File: src/hdl/modified_utf8_to_utf8_core_assert.svh
// assertion macros for the modified utf-8 converter
`ifndef MODIFIED_UTF8_TO_UTF8_CORE_ASSERT_SVH
`define MODIFIED_UTF8_TO_UTF8_CORE_ASSERT_SVH
`ifndef SYNTHESIS
// same-cycle implication
`define MU8_ASSERT_IMPL(lbl, clk, rstn, ante, cons, msg) \
    lbl: assert property (@(posedge clk) disable iff (!rstn) (ante) |-> (cons)) \
        else $error(msg);
// next-cycle implication
`define MU8_ASSERT_NEXT(lbl, clk, rstn, ante, cons, msg) \
    lbl: assert property (@(posedge clk) disable iff (!rstn) (ante) |=> (cons)) \
        else $error(msg);
`else
`define MU8_ASSERT_IMPL(lbl, clk, rstn, ante, cons, msg)
`define MU8_ASSERT_NEXT(lbl, clk, rstn, ante, cons, msg)
`endif
`endif

File: src/hdl/mu8_pkg.sv
// shared types and constants of the modified utf-8 to utf-8 converter
`default_nettype none

package mu8_pkg;

    localparam int unsigned PEND_DEPTH  = 6;
    localparam int unsigned MAX_RESULTS = 4;

    typedef logic [2:0] pcnt_t;
    typedef logic [2:0] rnum_t;

    localparam pcnt_t PCNT_FULL = 3'd6;

    // byte patterns
    localparam logic [7:0]  LEAD_ED     = 8'b1110_1101;
    localparam logic [3:0]  HI_SURR_NIB = 4'b1010;
    localparam logic [3:0]  LO_SURR_NIB = 4'b1011;
    localparam logic [7:0]  NUL_LEAD    = 8'hc0;
    localparam logic [7:0]  NUL_TRAIL   = 8'h80;
    localparam logic [20:0] SUPP_BASE   = 21'h10000;
    localparam logic [7:0]  LEAD4_MARK  = 8'hf0;
    localparam logic [7:0]  CONT_MARK   = 8'h80;

    typedef struct packed {
        logic [7:0] in_byte;
        logic       in_last;
    } in_t;

    typedef struct packed {
        logic [7:0] out_byte;
        logic       run_end;
        logic       stream_end;
        logic       bad_input;
    } out_t;

    // entry 0 is the oldest held byte
    typedef logic [PEND_DEPTH-1:0][7:0] pend_t;

    typedef struct packed {
        pend_t bytes;
        pcnt_t cnt;
        logic  err;
    } st_t;

    // results of one input byte, entry 0 goes out first
    typedef struct packed {
        out_t [MAX_RESULTS-1:0] ent;
        rnum_t                  num;
    } rset_t;

endpackage

`default_nettype wire

File: src/hdl/mu8_step.sv
// per-byte decode: append to the held bytes, decide sequences, build results
`default_nettype none

module mu8_step (
    input  mu8_pkg::st_t  st_cur,
    input  mu8_pkg::in_t  item,
    output mu8_pkg::st_t  st_nxt,
    output mu8_pkg::rset_t res
);

    typedef enum logic [2:0] {
        ACT_WAIT,
        ACT_ONE,
        ACT_TWO,
        ACT_THREE,
        ACT_PAIR,
        ACT_ERR
    } act_t;

    typedef struct packed {
        mu8_pkg::pend_t bytes;
        mu8_pkg::pcnt_t cnt;
    } buf_t;

    typedef struct packed {
        logic [mu8_pkg::MAX_RESULTS-1:0][7:0] b;
        mu8_pkg::rnum_t                       num;
        logic                                 bad;
    } grp_t;

    function automatic logic is_cont(input logic [7:0] b);
        return b[7:6] == 2'b10;
    endfunction

    // one decision on the front of the held bytes
    function automatic act_t decide(input buf_t bf, input logic last);
        act_t       a;
        logic [7:0] b0;
        logic [7:0] b1;
        logic [7:0] b2;
        logic [7:0] b3;
        logic [7:0] b4;
        logic [7:0] b5;
        b0 = bf.bytes[0];
        b1 = bf.bytes[1];
        b2 = bf.bytes[2];
        b3 = bf.bytes[3];
        b4 = bf.bytes[4];
        b5 = bf.bytes[5];
        if (bf.cnt == 3'd0) begin
            a = ACT_WAIT;
        end else if (!b0[7]) begin
            a = ACT_ONE;
        end else if (b0[7:5] == 3'b110) begin
            if (bf.cnt < 3'd2)   a = last ? ACT_ERR : ACT_WAIT;
            else                 a = is_cont(b1) ? ACT_TWO : ACT_ERR;
        end else if (b0[7:4] == 4'b1110) begin
            if (bf.cnt < 3'd2)   a = last ? ACT_ERR : ACT_WAIT;
            else if (!is_cont(b1)) a = ACT_ERR;
            else if (bf.cnt < 3'd3) a = last ? ACT_ERR : ACT_WAIT;
            else if (!is_cont(b2)) a = ACT_ERR;
            else if (b0 != mu8_pkg::LEAD_ED || b1[7:4] != mu8_pkg::HI_SURR_NIB)
                a = ACT_THREE;
            else if (bf.cnt < 3'd4) a = last ? ACT_THREE : ACT_WAIT;
            else if (b3 != mu8_pkg::LEAD_ED) a = ACT_THREE;
            else if (bf.cnt < 3'd5) a = last ? ACT_THREE : ACT_WAIT;
            else if (b4[7:4] != mu8_pkg::LO_SURR_NIB) a = ACT_THREE;
            else if (bf.cnt < 3'd6) a = last ? ACT_THREE : ACT_WAIT;
            else a = is_cont(b5) ? ACT_PAIR : ACT_THREE;
        end else begin
            a = ACT_ERR;
        end
        return a;
    endfunction

    // bytes emitted by one decision
    function automatic grp_t emit(input buf_t bf, input act_t a);
        grp_t        g;
        logic [20:0] cp;
        g.b   = '0;
        g.num = '0;
        g.bad = 1'b0;
        cp = mu8_pkg::SUPP_BASE
           + {1'b0, bf.bytes[1][3:0], 16'h0000}
           + {5'b0, bf.bytes[2][5:0], 10'b0}
           + {11'b0, bf.bytes[4][3:0], 6'b0}
           + {15'b0, bf.bytes[5][5:0]};
        case (a)
            ACT_ONE: begin
                g.b[0] = bf.bytes[0];
                g.num  = 3'd1;
            end
            ACT_TWO: begin
                if (bf.bytes[0] == mu8_pkg::NUL_LEAD && bf.bytes[1] == mu8_pkg::NUL_TRAIL) begin
                    g.b[0] = 8'h00;
                    g.num  = 3'd1;
                end else begin
                    g.b[0] = bf.bytes[0];
                    g.b[1] = bf.bytes[1];
                    g.num  = 3'd2;
                end
            end
            ACT_THREE: begin
                g.b[0] = bf.bytes[0];
                g.b[1] = bf.bytes[1];
                g.b[2] = bf.bytes[2];
                g.num  = 3'd3;
            end
            ACT_PAIR: begin
                g.b[0] = mu8_pkg::LEAD4_MARK | {5'b0, cp[20:18]};
                g.b[1] = mu8_pkg::CONT_MARK | {2'b0, cp[17:12]};
                g.b[2] = mu8_pkg::CONT_MARK | {2'b0, cp[11:6]};
                g.b[3] = mu8_pkg::CONT_MARK | {2'b0, cp[5:0]};
                g.num  = 3'd4;
            end
            ACT_ERR: begin
                g.num = 3'd1;
                g.bad = 1'b1;
            end
            default: begin
                g.num = '0;
            end
        endcase
        return g;
    endfunction

    // remove the bytes a decision used
    function automatic buf_t drop(input buf_t bf, input act_t a);
        buf_t           r;
        mu8_pkg::pcnt_t k;
        case (a)
            ACT_ONE:   k = 3'd1;
            ACT_TWO:   k = 3'd2;
            ACT_THREE: k = 3'd3;
            ACT_PAIR:  k = 3'd6;
            default:   k = 3'd0;
        endcase
        r.bytes = bf.bytes >> {k, 3'b000};
        r.cnt   = (k >= bf.cnt) ? 3'd0 : bf.cnt - k;
        return r;
    endfunction

    buf_t           buf0;
    buf_t           buf1;
    buf_t           buf2;
    act_t           act0;
    act_t           act1;
    grp_t           grp0;
    grp_t           grp1;
    mu8_pkg::rnum_t total;
    logic           bad_any;
    logic           last;

    assign last = item.in_last;

    // append the new byte and run up to two decisions
    always_comb begin
        buf0.bytes = st_cur.bytes;
        buf0.cnt   = st_cur.cnt;
        if (st_cur.cnt < mu8_pkg::PCNT_FULL) begin
            buf0.bytes[st_cur.cnt] = item.in_byte;
            buf0.cnt               = st_cur.cnt + 3'd1;
        end
        act0 = decide(buf0, last);
        grp0 = emit(buf0, act0);
        buf1 = drop(buf0, act0);
        if (act0 == ACT_WAIT || act0 == ACT_ERR) begin
            act1 = ACT_WAIT;
        end else begin
            act1 = decide(buf1, last);
        end
        grp1 = emit(buf1, act1);
        buf2 = drop(buf1, act1);
    end

    assign total   = grp0.num + grp1.num;
    assign bad_any = grp0.bad | grp1.bad;

    // merge both groups into one result list and mark the ends
    always_comb begin
        mu8_pkg::rnum_t j;
        j = '0;
        res.ent = '0;
        for (int i = 0; i < mu8_pkg::MAX_RESULTS; i++) begin
            j = mu8_pkg::rnum_t'(i) - grp0.num;
            if (mu8_pkg::rnum_t'(i) < grp0.num) begin
                res.ent[i].out_byte  = grp0.b[i];
                res.ent[i].bad_input = grp0.bad;
            end else begin
                res.ent[i].out_byte  = grp1.b[j[1:0]];
                res.ent[i].bad_input = grp1.bad;
            end
            res.ent[i].run_end    = (mu8_pkg::rnum_t'(i + 1) == total);
            res.ent[i].stream_end = (mu8_pkg::rnum_t'(i + 1) == total) && (last || bad_any);
        end
        res.num = st_cur.err ? 3'd0 : total;
    end

    // next held state
    always_comb begin
        st_nxt.bytes = buf2.bytes;
        st_nxt.cnt   = buf2.cnt;
        st_nxt.err   = 1'b0;
        if (st_cur.err) begin
            st_nxt = st_cur;
            if (last) begin
                st_nxt = '0;
            end
        end else if (bad_any) begin
            st_nxt     = '0;
            st_nxt.err = !last;
        end else if (last) begin
            st_nxt = '0;
        end
    end

endmodule

`default_nettype wire

File: src/hdl/mu8_outq.sv
// result buffer: holds the results of one byte and hands them out one per cycle while m_ready is high
`default_nettype none

module mu8_outq (
    input  logic            aclk,
    input  logic            aresetn,
    input  logic            load,
    input  mu8_pkg::rset_t  res,
    output logic            load_ok,
    output logic            m_valid,
    input  logic            m_ready,
    output mu8_pkg::out_t   m_payload
);

    mu8_pkg::out_t [mu8_pkg::MAX_RESULTS-1:0] ent_reg;
    mu8_pkg::out_t [mu8_pkg::MAX_RESULTS-1:0] ent_next;
    mu8_pkg::rnum_t                           num_reg;
    mu8_pkg::rnum_t                           num_next;
    logic                                     pop;

    assign m_valid   = (num_reg != 3'd0);
    assign m_payload = ent_reg[0];
    assign pop       = m_valid && m_ready;
    // free now, or the last entry leaves in this transfer
    assign load_ok   = (num_reg == 3'd0) || (num_reg == 3'd1 && m_ready);

    // load a new list or shift out the delivered entry
    always_comb begin
        ent_next = ent_reg;
        num_next = num_reg;
        if (load) begin
            ent_next = res.ent;
            num_next = res.num;
        end else if (pop) begin
            ent_next = ent_reg >> $bits(mu8_pkg::out_t);
            num_next = num_reg - 3'd1;
        end
    end

    always_ff @(posedge aclk) begin
        if (!aresetn) begin
            num_reg <= '0;
        end else begin
            num_reg <= num_next;
        end
    end

    always_ff @(posedge aclk) begin
        ent_reg <= ent_next;
    end

endmodule

`default_nettype wire

File: src/hdl/modified_utf8_to_utf8_core.sv
// modified utf-8 to standard utf-8 converter, top level
//
//   channel | dir | handshake          | payload
//   s_      | in  | s_valid / s_ready  | mu8_pkg::in_t  (in_byte, in_last)
//   m_      | out | m_valid / m_ready  | mu8_pkg::out_t (out_byte, run_end, stream_end,
//           |     |                    |                 bad_input)
//
// a byte that causes several results holds the input side while the result buffer
// drains them, one entry per cycle while m_ready is high (up to four results, a
// surrogate pair gives four)
// a byte is registered in the input register and its results in the result buffer, which drives m_
// reset clears the held byte count, the error flag and both valid flags
// a stall on m_ready backs up through the result buffer into the input register
`default_nettype none

`include "modified_utf8_to_utf8_core_assert.svh"

module modified_utf8_to_utf8_core (
    input  logic           aclk,
    input  logic           aresetn,
    input  logic           s_valid,
    output logic           s_ready,
    input  mu8_pkg::in_t   s_payload,
    output logic           m_valid,
    input  logic           m_ready,
    output mu8_pkg::out_t  m_payload
);

    mu8_pkg::in_t   in_reg;
    logic           in_valid_reg;
    logic           in_valid_next;
    mu8_pkg::st_t   st_reg;
    mu8_pkg::st_t   st_nxt;
    mu8_pkg::rset_t res;
    logic           load_ok;
    logic           load;

    // input register moves on when the result buffer can take its results
    assign load    = in_valid_reg && load_ok;
    assign s_ready = !in_valid_reg || load_ok;

    always_comb begin
        in_valid_next = in_valid_reg;
        if (s_valid && s_ready) begin
            in_valid_next = 1'b1;
        end else if (load) begin
            in_valid_next = 1'b0;
        end
    end

    always_ff @(posedge aclk) begin
        if (!aresetn) begin
            in_valid_reg <= 1'b0;
            st_reg       <= '0;
        end else begin
            in_valid_reg <= in_valid_next;
            if (load) begin
                st_reg <= st_nxt;
            end
        end
    end

    // input payload
    always_ff @(posedge aclk) begin
        if (s_valid && s_ready) begin
            in_reg <= s_payload;
        end
    end

    // decode logic
    mu8_step u_step (
        .st_cur (st_reg),
        .item   (in_reg),
        .st_nxt (st_nxt),
        .res    (res)
    );

    // result buffer
    mu8_outq u_outq (
        .aclk      (aclk),
        .aresetn   (aresetn),
        .load      (load),
        .res       (res),
        .load_ok   (load_ok),
        .m_valid   (m_valid),
        .m_ready   (m_ready),
        .m_payload (m_payload)
    );

    // checks
    `MU8_ASSERT_IMPL(a_drop_silent, aclk, aresetn, load && st_reg.err, res.num == 3'd0,
        "byte after an error produced results")
    `MU8_ASSERT_NEXT(a_last_clears, aclk, aresetn, load && in_reg.in_last,
        (st_reg.cnt == 3'd0) && !st_reg.err, "final byte did not clear the state")
    `MU8_ASSERT_IMPL(a_bad_is_end, aclk, aresetn, m_valid && m_payload.bad_input,
        m_payload.run_end && m_payload.stream_end && (m_payload.out_byte == 8'h00),
        "error result not closing the string")
    `MU8_ASSERT_IMPL(a_pend_bound, aclk, aresetn, in_valid_reg,
        st_reg.cnt < mu8_pkg::PCNT_FULL, "held byte count overflow")

endmodule

`default_nettype wire

File: config.mk
export PLATFORM = sky130hd
export DESIGN_NAME = modified_utf8_to_utf8_core
export DESIGN_NICKNAME = d
export VERILOG_FILES = /design/src/hdl/mu8_pkg.sv /design/src/hdl/mu8_step.sv /design/src/hdl/mu8_outq.sv /design/src/hdl/modified_utf8_to_utf8_core.sv
export VERILOG_INCLUDE_DIRS = /design/src /design/src/hdl
export SDC_FILE = /design/constraint.sdc
export NUM_CORES = 1
export LEC_CHECK = 0
export ABC_CLOCK_PERIOD_IN_PS = 7950
export BUFFER_PORTS_ARGS = -buffer_cell sky130_fd_sc_hd__buf_2
export CAP_MARGIN = 5
export CORE_UTILIZATION = 50
export CTS_CLUSTER_DIAMETER = 80
export DETAILED_ROUTE_END_ITERATION = 6
export GPL_TIMING_DRIVEN = 0
export PLACE_DENSITY = 0.66
export SKIP_CTS_REPAIR_TIMING = 1
export SLEW_MARGIN = 20
export SYNTH_ARGS = -nofsm -noshare
export SYNTH_HDL_FRONTEND = slang
export SYNTH_SLANG_ARGS = --single-unit
File: constraint.sdc
create_clock -name aclk -period 7.95 [get_ports aclk]
set_input_delay 1.59 -clock aclk [delete_from_list [all_inputs] [get_ports aclk]]
set_output_delay 1.59 -clock aclk [all_outputs]
set_load 0.05 [all_outputs]
==> results.json <==
{
  "cp-end-kind": "register",
  "die_area_um2": 18200,
  "layout.cells.non_filler": 1312,
  "nets": 1112,
  "grt-busiest-layer": "met2",
  "path_delay_family": "simple AND/OR/NAND/NOR gates",
  "drv_cap": 0,
  "finalWirelength_mm": 35.5,
  "p_leak_nw": 3.63,
  "drt-pass1-iter-count": 7,
  "max-clock-path-buffers": 2,
  "via_per_inst": 7.08,
  "netlist_top_cells_area": "edfxtp_1 (18%), dfxtp_1 (13%), mux2i_1 (9.6%)",
  "groute.layer.met1.usage": 0.535,
  "clkSlewWorstSetupHoldPaths_ns": 0.08,
  "min_path_cells": 2,
  "vias": 9284,
  "chipWidth_um": 135,
  "wl_per_cell_um": 27.1,
  "slew_headroom": 0.200,
  "dpl.cell_count": 1286,
  "slowest_stage": "or4_1",
  "layout_setup_ws_ns": 0.204,
  "first_iter_violations": 1336,
  "synth_edf_count": 53,
  "cts_num_sinks": 109,
  "power_density_nw_per_um2": 280,
  "power_mw": 2.77,
  "startpoint_type": "register",
  "ys_warn_count": 0,
  "slew_violations": 0,
  "syn-mean-instance-area_um2": 8.55,
  "timing.rr.start": "in_reg[1]",
  "path_buf_inv": 5,
  "cts_tree": "yes",
  "crit_type": "reg2reg",
  "pre_cts_ws_ns": -1.79,
  "stdcell_area_um2": 9870,
  "place_area_um2": 9280,
  "fill_cells": 1647,
  "io_buffers": 25,
  "regToRegSetupSlack_ns": 0.20,
  "max_freq_mhz": 129,
  "start_util": 0.512,
  "numCtsBuffers": 9,
  "hold_class": "reg2reg",
  "antennaDiodeCount": 0,
  "crit_required_ns": 8.15,
  "hpwlAfterDp_mm": 27.3,
  "hold_start": "st_reg[33]",
  "crit_cells": 28,
  "fin_skew_ns": 0.0117,
  "grt_first_pass_wirelength_mm": 52.0,
  "synth_cell_types": 99,
  "path_max_fanout": 10,
  "core_area_um2": 17300,
  "clockRootBuffer": "clkbuf_16",
  "ys_ff_latch": 109,
  "synth_top_area_cell": "edfxtp_1",
  "grt_util_all_layers": 0.388,
  "finalSetupViolCount": 0,
  "die_height_um": 135,
  "final_cell_mix": "nand2_1 (95), mux2i_1 (80), nor2_1 (76), dfxtp_1 (55), edfxtp_1 (53)",
  "holdPathEnd": "st_reg[33]",
  "ys_seq_area_frac": 0.307,
  "grtUsageMet2": 0.556,
  "grt_max_degree": 25,
  "synthesis.instances": 1035,
  "period_minus_slack_ns": 7.75,
  "overflow": 0,
  "status": "finished with violations",
  "netlist.area_leader.share": 0.180,
  "largest_reg_flops": 52,
  "synth-async-reset-ratio": 0,
  "netlist_area_um2": 8850,
  "worstSkewPairLatency_ns": 0.37,
  "gp_congestion": 1.01,
  "final_antenna_net_count": 0,
  "violations": "DRC",
  "reg2reg_depth": 28,
  "critPathArrivalTime_ns": 7.94,
  "layout_commonest_cell": "nand2_1",
  "ir_drop_mv": 0.287,
  "crit_top_cell": "nor2_4",
  "layout-drive-gt1-share": 0.160,
  "r2r_end": "u_outq.ent_reg[12]",
  "worst_slew_pin_slew_ns": 1.17,
  "htreeDepth": 3,
  "cpPeakStageDelay_ns": 0.60,
  "antenna_found_initial": 0,
  "area_growth_pct": 11.6,
  "synthesis.nets": 1065,
  "io_pins": 26,
  "utilization": 0.571,
  "rsz0062_at_grt": "yes",
  "finalCritPeriodShare": 0.974,
  "ys.flop_type": "dfxtp_1",
  "hold_viol": 0,
  "use_met3": 0.104,
  "grt_pass1_vias": 8389,
  "core.rowCount": 48,
  "drc": 8
}
worst max-delay path by stage:
stage                    from                  to
floorplan           st_reg[2]  u_outq.ent_reg[12]
global placement    st_reg[2]  u_outq.ent_reg[12]
detailed placement  st_reg[2]  u_outq.ent_reg[12]
CTS                 st_reg[2]  u_outq.ent_reg[12]
global route        st_reg[3]  u_outq.ent_reg[12]
finish              in_reg[1]  u_outq.ent_reg[12]
per-stage QoR:
stage                     hold WS, ns  TNS [ns]
final                           0.485         0
after global routing            0.501   -0.0758
after CTS                       0.479    -84.32
after detailed placement        0.465    -75.59
after global placement          0.459    -82.28
after floorplan                 0.431         0
worst register-to-register path: cells and delay by family (launching register included):
family                   cells  cell delay (ns)
buffers and inverters        5             1.13
AO/OA/AOI/OAI                8             2.16
adder cells (fa/ha/maj)      3             1.11
AND/OR/NAND/NOR             12             2.87
flip-flops                   1             0.33
per-layer routing:
metal  wire [um]  vias up
met5           0        -
met4        2010        0
met3        4330      152
met2       14600      684
met1       14600     4399
li1            -     4049
kinds of logic after synthesis:
kind of cell / count (synthesis) / synth area share
flip-flops: 109 / 0.307
other: 1 / 0.000424
XOR/XNOR: 7 / 0.00693
AO/OA/AOI/OAI: 325 / 0.260
adder cells (fa/ha/maj): 17 / 0.0266
buffers and inverters: 120 / 0.0632
AND/OR/NAND/NOR: 342 / 0.204
multiplexers: 114 / 0.133
synth_stat cells, types with 4 or more instances:
library cell and n:
a211oi_1 14, a21oi_1 51, a221oi_1 9, a22o_1 9, a22oi_1 30, a31oi_1 12
a32oi_1 7, and2_1 8, and4b_1 5, buf_1 6, buf_2 20, buf_4 16
clkbuf_1 39, dfxtp_1 56, edfxtp_1 53, ha_1 14, inv_1 32, mux2_1 7
mux2_2 22, mux2i_1 85, nand2_1 95, nand2b_1 14, nand3_1 25, nand3b_1 9
nand4_1 7, nand4b_1 4, nor2_1 78, nor2b_1 11, nor3_1 23, nor3b_1 6
nor4_1 7, o211ai_1 22, o21a_1 5, o21ai_0 36, o21ai_1 41, o221a_2 4
o221ai_1 16, o31ai_1 11, o32a_1 6, or3_1 16, or4_1 5, xnor2_1 4
power by group:
group          leakage, nW  switching, mW  internal (mW)
clock network        0.155          0.233          0.241
logic                 2.50          0.994          0.471
registers            0.970         0.0486          0.780
layout make-up:
cell class | instances | area [um^2] | share of cell area
Tap cell | 225 | 282 | 0.0285
Multi-Input combinational cell | 806 | 5740 | 0.581
Timing Repair Buffer | 39 | 263 | 0.0266
Inverter | 36 | 136 | 0.0138
Clock inverter | 6 | 62.6 | 0.00634
Buffer | 81 | 430 | 0.0436
Clock buffer | 10 | 250 | 0.0253
Sequential cell | 109 | 2710 | 0.275
(Power assumes the default switching activity.)
